<file path="config.mk">
export PLATFORM = sky130hd
export DESIGN_NAME = ascon_hash_engine
export DESIGN_NICKNAME = d
export VERILOG_FILES = /design/src/sv/ahe_pkg.sv /design/src/sv/ahe_round.sv /design/src/sv/ascon_hash_engine.sv
export SDC_FILE = /design/constraint.sdc
export NUM_CORES = 2
export LEC_CHECK = 0
export ABC_AREA = 1
export BUFFER_PORTS_ARGS = -buffer_cell sky130_fd_sc_hd__buf_2
export CAP_MARGIN = 20
export CORE_MARGIN = 5
export CORE_UTILIZATION = 50
export CTS_CLUSTER_DIAMETER = 100
export DETAILED_ROUTE_END_ITERATION = 10
export PLACE_DENSITY = 0.67
export SLEW_MARGIN = 20
export SYNTH_ARGS = -nofsm -noshare
export SYNTH_HDL_FRONTEND = slang
export SYNTH_SLANG_ARGS = --single-unit
</file>
<file path="constraint.sdc">
create_clock -name clk -period 2.4 [get_ports clk]
set_clock_uncertainty 0.05 [all_clocks]
set_input_delay 0.6 -clock clk [delete_from_list [all_inputs] [get_ports clk]]
set_output_delay 0.6 -clock clk [all_outputs]
set_load 0.1 [all_outputs]
</file>
<file path="src/sv/ahe_pkg.sv">
// Shared types and constants for the Ascon-Hash engine.
package ahe_pkg;

  localparam int PERM_ROUNDS  = 12;
  localparam int DIGEST_WORDS = 4;
  localparam int TOTAL_ROUNDS = 12;

  localparam int RND_W = 4;
  localparam int SQZ_W = 3;

  localparam logic [RND_W-1:0] FIRST_RND = RND_W'(TOTAL_ROUNDS - PERM_ROUNDS);
  localparam logic [RND_W-1:0] LAST_RND  = RND_W'(PERM_ROUNDS - 1);
  localparam logic [SQZ_W-1:0] LAST_SQZ  = SQZ_W'(DIGEST_WORDS - 1);

  localparam logic [63:0] HASH_IV  = 64'h0040_0c00_0000_0100;
  localparam logic [63:0] PAD_TOP  = 64'h8000_0000_0000_0000;

  typedef logic [4:0][63:0] sponge_t;

endpackage

</file>
<file path="src/sv/ahe_round.sv">
// One round of the Ascon permutation: constant add, S-box layer, linear layer.
module ahe_round (
  input  ahe_pkg::sponge_t x_in,
  input  logic [7:0]       rc,
  output ahe_pkg::sponge_t x_out
);
  import ahe_pkg::*;

  function automatic logic [63:0] rotr(input logic [63:0] v, input int n);
    rotr = (v >> n) | (v << (64 - n));
  endfunction

  logic [63:0] a0, a1, a2, a3, a4;
  logic [63:0] b0, b1, b2, b3, b4;
  logic [63:0] c0, c1, c2, c3, c4;

  always_comb begin
    // Constant addition and S-box input mixing
    a2 = x_in[2] ^ {56'd0, rc};
    a0 = x_in[0] ^ x_in[4];
    a4 = x_in[4] ^ x_in[3];
    a2 = a2 ^ x_in[1];
    a1 = x_in[1];
    a3 = x_in[3];
    // Chi-like nonlinear layer
    b0 = a0 ^ (~a1 & a2);
    b1 = a1 ^ (~a2 & a3);
    b2 = a2 ^ (~a3 & a4);
    b3 = a3 ^ (~a4 & a0);
    b4 = a4 ^ (~a0 & a1);
    // Output mixing
    c1 = b1 ^ b0;
    c0 = b0 ^ b4;
    c3 = b3 ^ b2;
    c2 = ~b2;
    c4 = b4;
    // Linear diffusion
    x_out[0] = c0 ^ rotr(c0, 19) ^ rotr(c0, 28);
    x_out[1] = c1 ^ rotr(c1, 61) ^ rotr(c1, 39);
    x_out[2] = c2 ^ rotr(c2, 1)  ^ rotr(c2, 6);
    x_out[3] = c3 ^ rotr(c3, 10) ^ rotr(c3, 17);
    x_out[4] = c4 ^ rotr(c4, 7)  ^ rotr(c4, 41);
  end

endmodule

</file>
<file path="src/sv/ascon_hash_engine.sv">
// Top level of the Ascon-Hash engine: sponge state, round sequencer, stream ports.
//
// Ascon-Hash with a 64-bit rate over a 320-bit sponge, built around one
// round unit that is reused for every permutation round, one round per
// cycle. An input item carries a big-endian message word, a valid-byte
// count and a last flag. A non-last word is absorbed and permuted, and the
// engine returns to idle before the next item is taken. A last word
// with fewer than eight valid bytes is padded and permuted once; a full
// last word costs a second permutation for the padding-only block. Four
// digest words then leave on the output stream, each followed by a
// permutation before the next one, and after the final word the engine
// re-runs the 12-round initialization before it takes the next message.
// After reset the same initialization runs before in_tready rises.
// in_tready is low whenever a permutation runs or a digest word waits on
// the output; the round unit is the one resource shared by all of these
// permutations.
module ascon_hash_engine (
  input  logic        clk,
  input  logic        rst_n,
  input  logic        in_tvalid,
  output logic        in_tready,
  input  logic [71:0] in_tdata,   // [63:0] message_word, [67:64] byte_count, [71:68] zero
  input  logic        in_tlast,   // last_word
  output logic        out_tvalid,
  input  logic        out_tready,
  output logic [63:0] out_tdata,  // [63:0] hash_word
  output logic        out_tlast   // hash_last
);
  import ahe_pkg::*;

  typedef enum logic [1:0] {
    ST_IDLE,
    ST_RUN,
    ST_OUT
  } state_t;

  // What follows the permutation that is running
  typedef enum logic [1:0] {
    NX_IDLE,
    NX_PAD,
    NX_SQUEEZE
  } next_t;

  state_t           st_r, st_nxt;
  next_t            after_r, after_nxt;
  logic [RND_W-1:0] rnd_r, rnd_nxt;
  logic [SQZ_W-1:0] sqz_r, sqz_nxt;
  sponge_t          x_r, x_nxt;
  sponge_t          x_rnd;
  logic [RND_W-1:0] rnd_idx;
  logic [7:0]       rc;

  logic [63:0] in_word;
  logic [3:0]  in_cnt;
  logic [6:0]  shamt;
  logic [63:0] keep_mask;
  logic [63:0] pad_word;
  logic        in_acc, out_acc;

  assign in_word = in_tdata[63:0];
  assign in_cnt  = in_tdata[67:64];
  assign in_acc  = in_tvalid && in_tready;
  assign out_acc = out_tvalid && out_tready;

  // Partial last word: keep the top valid bytes, pad right after them
  assign shamt     = {in_cnt[2:0], 3'b000};
  assign keep_mask = ~(64'hFFFF_FFFF_FFFF_FFFF >> shamt);
  assign pad_word  = PAD_TOP >> shamt;

  // Round constant from the round index
  assign rnd_idx = FIRST_RND + rnd_r;
  assign rc      = {4'hF - rnd_idx, rnd_idx};

  ahe_round u_round (
    .x_in  (x_r),
    .rc    (rc),
    .x_out (x_rnd)
  );

  always_comb begin
    st_nxt    = st_r;
    after_nxt = after_r;
    rnd_nxt   = rnd_r;
    sqz_nxt   = sqz_r;
    x_nxt     = x_r;
    case (st_r)
      ST_IDLE: begin
        if (in_acc) begin
          st_nxt  = ST_RUN;
          rnd_nxt = '0;
          if (!in_tlast) begin
            x_nxt[0]  = x_r[0] ^ in_word;
            after_nxt = NX_IDLE;
          end else if (in_cnt[3]) begin
            // full last word: extra padding-only block follows
            x_nxt[0]  = x_r[0] ^ in_word;
            after_nxt = NX_PAD;
          end else begin
            x_nxt[0]  = x_r[0] ^ (in_word & keep_mask) ^ pad_word;
            after_nxt = NX_SQUEEZE;
          end
        end
      end
      ST_RUN: begin
        x_nxt   = x_rnd;
        rnd_nxt = rnd_r + 1'b1;
        if (rnd_r == LAST_RND) begin
          rnd_nxt = '0;
          case (after_r)
            NX_PAD: begin
              x_nxt[0]  = x_rnd[0] ^ PAD_TOP;
              after_nxt = NX_SQUEEZE;
            end
            NX_SQUEEZE: st_nxt = ST_OUT;
            default:    st_nxt = ST_IDLE;
          endcase
        end
      end
      ST_OUT: begin
        if (out_acc) begin
          st_nxt  = ST_RUN;
          rnd_nxt = '0;
          if (sqz_r == LAST_SQZ) begin
            // restart from the IV and rebuild the initialized state
            sqz_nxt   = '0;
            x_nxt     = {64'd0, 64'd0, 64'd0, 64'd0, HASH_IV};
            after_nxt = NX_IDLE;
          end else begin
            sqz_nxt   = sqz_r + 1'b1;
            after_nxt = NX_SQUEEZE;
          end
        end
      end
      default: st_nxt = ST_IDLE;
    endcase
  end

  always_ff @(posedge clk) begin
    if (!rst_n) begin
      st_r    <= ST_RUN;
      after_r <= NX_IDLE;
      rnd_r   <= '0;
      sqz_r   <= '0;
      x_r     <= {64'd0, 64'd0, 64'd0, 64'd0, HASH_IV};
    end else begin
      st_r    <= st_nxt;
      after_r <= after_nxt;
      rnd_r   <= rnd_nxt;
      sqz_r   <= sqz_nxt;
      x_r     <= x_nxt;
    end
  end

  // Digest word is read straight from the registered rate word
  assign in_tready  = (st_r == ST_IDLE);
  assign out_tvalid = (st_r == ST_OUT);
  assign out_tdata  = x_r[0];
  assign out_tlast  = (sqz_r == LAST_SQZ);

  // Never take an item while a digest word is pending
  a_excl: assert property (@(posedge clk) disable iff (!rst_n)
    !(in_tready && out_tvalid))
    else $error("input ready while digest pending");

  // A non-last word never produces a digest word right away
  a_nolast: assert property (@(posedge clk) disable iff (!rst_n)
    (in_acc && !in_tlast) |=> !out_tvalid)
    else $error("digest after non-last word");

  // Final digest word starts re-initialization, input stays closed
  a_reinit: assert property (@(posedge clk) disable iff (!rst_n)
    (out_acc && out_tlast) |=> (!in_tready && rnd_r == '0))
    else $error("no re-init after last digest word");

  // Round counter stays in range
  a_rnd: assert property (@(posedge clk) disable iff (!rst_n)
    rnd_r <= LAST_RND)
    else $error("round counter out of range");

endmodule

</file>
==> results <==
- The delay contributed by the slowest stage of the critical path is 0.42 ns.
- The initial utilization of the core area, before any placement, comes to 50.5%.
- The count of nets left with antenna violations once routing finished came out at 0.
- Input and output buffers added on the ports amount to 139.
- The routability congestion estimate is 1.14.
- The commonest register cell after synthesis is dfxtp_1.
- Hold repair after CTS inserted 0 buffers.
- The signal on the critical path passes through xnor2_1, buf_4, ha_1, xnor2_1, xnor2_1, buf_4, buf_4, nand2_1, a21o_1, nand3_1, a21oi_1.
- The H-tree generated during clock tree synthesis spans 2 levels.
- In this run the horizontal extent of the chip is 263 µm.
- For this block, the initial DRC count from the detailed router was 4327.
- The final critical-path share of the clock period is 100%.
- The post-synthesis cell type count is 47.
- The slowest stage cell on the critical path is dfxtp_1.
- The family with the most delay on the worst path is XOR/XNOR gates.
- The kind of end point of the critical path is a flip-flop.
- From synthesis to final layout, the design area changed by 24.1%.
- For this run, the detailed router's first-pass iteration total came to 10.
- For this run, design rule violations remaining after detail routing come to 0.
- TritonCTS built the clock tree.
- Headroom to the max-slew limit came out at 50.8%.
- The floorplan die area is 69000 µm².
- The minimum hold slack is 0.326 ns.
- The initial antenna violation count is 13.
- For this design the top-level I/O count stands at 144.
- Setup repair after global routing could not meet its margin everywhere.
- Counting every net in the synthesized netlist gives 5071.
- The slew at the pin with the worst max-slew slack is 0.735 ns.
- The critical path start-end classification is flip-flop to flip-flop.
- The number of hold violations in the final report came to 0.
- Summed over all layers, the global routing overflow is 0.
- Counting flops and latches in the post-synthesis netlist gives 331.
- The maximum number of buffers from clock root to sink is 3.
- The final period demand of the worst path is 2.40 ns.
- The number of pins exceeding their max-slew limit in the final report is 0.
- Across every metal layer, demand over resource in global routing totals 42.6%.
- The core outline area is 63200 µm².
- The die is 263 µm tall.
- The data required time at the worst endpoint is 2.80 ns.
- In the final layout, the share of cells above drive strength 1 is 22.2%.
- The largest net degree at the start of global routing is 67.
- The count of nets after finishing is 5680.
- The worst hold path belongs to the class input port to flip-flop.
- The number of synthesized flops with an enable pin is 0.
- The number of warnings issued by yosys is 0.
- The type of origin of the critical path is a flip-flop.
- The root buffer cell is clkbuf_16.
- The register clock-pin slew on the reported worst setup and hold paths is 0.06 ns.
- After detailed routing, the average wire length per cell comes to 24.4 µm.
- The endpoint arrival time on the critical path is 2.80 ns.
- Along the worst path, the maximum fanout reaches 3.
- The post-route worst setup slack is -0.00440 ns.
- The checks that failed: setup timing.
- The number of global-route vias before repair is 31352.
- The design area is 39600 µm².
- The first global-routing pass estimated 215000 µm of wire.
- After detailed routing, the number of vias per cell comes to 5.56.
- In the synthesized netlist, the number of instances is 4860.
- The sequential element share of the synthesized area is 20.8%.
- The count of buffer and inverter cells on the critical path is 3.
- The placed instance area is 37900 µm².
- For this run, the top clock speed supported by timing is 416 MHz.
- Summed over all layers, the routed wires come to 155000 µm.
- For this run, asynchronously set or reset flops after synthesis account for 0%.
- Across the run, the number of max-cap violations was 0.
- Clock tree synthesis inserted a total of 41 buffers.
- The run finished, with violations left.
- The worst-skew pair later-pin latency is 0.59 ns.
- CTS saw 331 sinks.
- The floorplan has 92 rows.
- The number of setup violations in the final report is 1.
- Summing every instance area after synthesis gives 31900 µm².
- The total via count in the routed design is 35348.
- The synthesized area per cell is 6.57 µm².
- The detailed placement HPWL is 130000 µm.
## per-stage QoR
step	setup TNS [ns]	std cells	setup slack, ns	util, %
after floorplan	0	4860	0.195	-
after global placement	0	6267	0.0875	60.0
after detailed placement	0	6267	0.0427	60.0
after CTS	0	6342	0.00306	62.2
after global routing	-0.286	6347	-0.0922	62.7
final	-0.00440	6355	-0.00440	62.7
## worst paths after layout
check,slack [ns],cells after the start,startpoint,to
max,-0.004,11,rnd_r[0],x_r[68]
min,0.33,3,in_tlast,after_r[0]
max reg2reg,-0.004,11,rnd_r[0],x_r[68]
min reg2reg,0.41,2,x_r[218],x_r[218]
## cell type report
class / instances / area, µm²
repair buffers: 749 / 5950
clock inverters: 9 / 101
multi-input cells: 3837 / 22600
clock buffers: 66 / 1300
diodes: 8 / 20.0
flip-flops and latches: 331 / 6630
inverters: 509 / 1920
well taps: 846 / 1060
fillers: 5933 / 23600
## cells in the mapped netlist, types with 20 or more instances
library cell | count | area (µm²)
ha_1 | 134 | 1680
nand3_1 | 406 | 2030
o21ai_1 | 47 | 235
nand2_1 | 1569 | 5890
inv_1 | 454 | 1700
a21boi_1 | 29 | 218
or2_2 | 73 | 457
o21ai_0 | 248 | 1240
nand3b_1 | 20 | 150
inv_2 | 54 | 203
xor2_2 | 80 | 1300
a21oi_1 | 395 | 1980
clkbuf_1 | 68 | 255
buf_2 | 39 | 195
xnor2_1 | 157 | 1380
nor2_1 | 88 | 330
buf_4 | 67 | 503
xor2_1 | 310 | 2720
dfxtp_1 | 331 | 6630
or2_1 | 32 | 200
a21boi_0 | 40 | 300
xnor2_2 | 48 | 781
nand2_2 | 47 | 294
## layout by cell type, fill, tap and decap left out, types with 10 or more instances in the layout
cell type  instances
xor2_1           300
or2_0             11
xnor2_1          154
clkbuf_16         43
inv_1            448
nand3b_1          20
nand2_4           14
clkbuf_8          15
dfxtp_1          329
a21oi_2           10
or2_2             73
nand3_1          399
nand2_2           54
xor2_2            89
or2_1             32
nand3_2           13
o21ai_0          248
buf_4            558
inv_2             60
a21oi_1          394
buf_2            137
nand4_1           15
o21ai_1           46
ha_1             131
xor2_4            16
a21boi_0          40
xnor2_2           49
nand2_1         1560
buf_12            53
nor2_1            86
a21boi_1          29
## metal layers
metal	up-vias	global-route usage, %	routed length, µm
met5	-	0	50
met4	8	27.5	13100
met3	438	9.46	17800
met2	1933	63.8	64100
met1	16364	55.4	60300
li1	16605	-	-
## flip-flops by register name, summed over array words and instances (netlist names), named ones only
signal	cells
after_r	2
out_tdata	57
rnd_r	4
sqz_r	3
st_r	2
x_r	256
## worst register-to-register path, cell delays in order, from the launching register on
cell,delay [ns]
dfxtp_1,0.42
xnor2_1,0.11
buf_4,0.16
ha_1,0.24
xnor2_1,0.28
xnor2_1,0.17
buf_4,0.19
buf_4,0.19
nand2_1,0.09
a21o_1,0.18
nand3_1,0.11
a21oi_1,0.10
## cell families after synthesis
group           synth area share [%]
simple gates                    30.8
flops                           20.8
xor+xnor                        20.8
compound gates                  13.3
buf+inv                         9.08
fa+ha+maj                       5.25
## what timing repair did
| action | CTS | global route |
|---|---|---|
| pin swaps | 0 | 9 |
| endpoints found under the setup margin | 2 | 53 |
| hold endpoints to repair | 0 | 0 |
| buffers inserted | 0 | 5 |
| gates resized for setup | 2 | 46 |
Power is not shown: default switching activity piles up to over one toggle a cycle in this logic, so the estimate is an artifact.
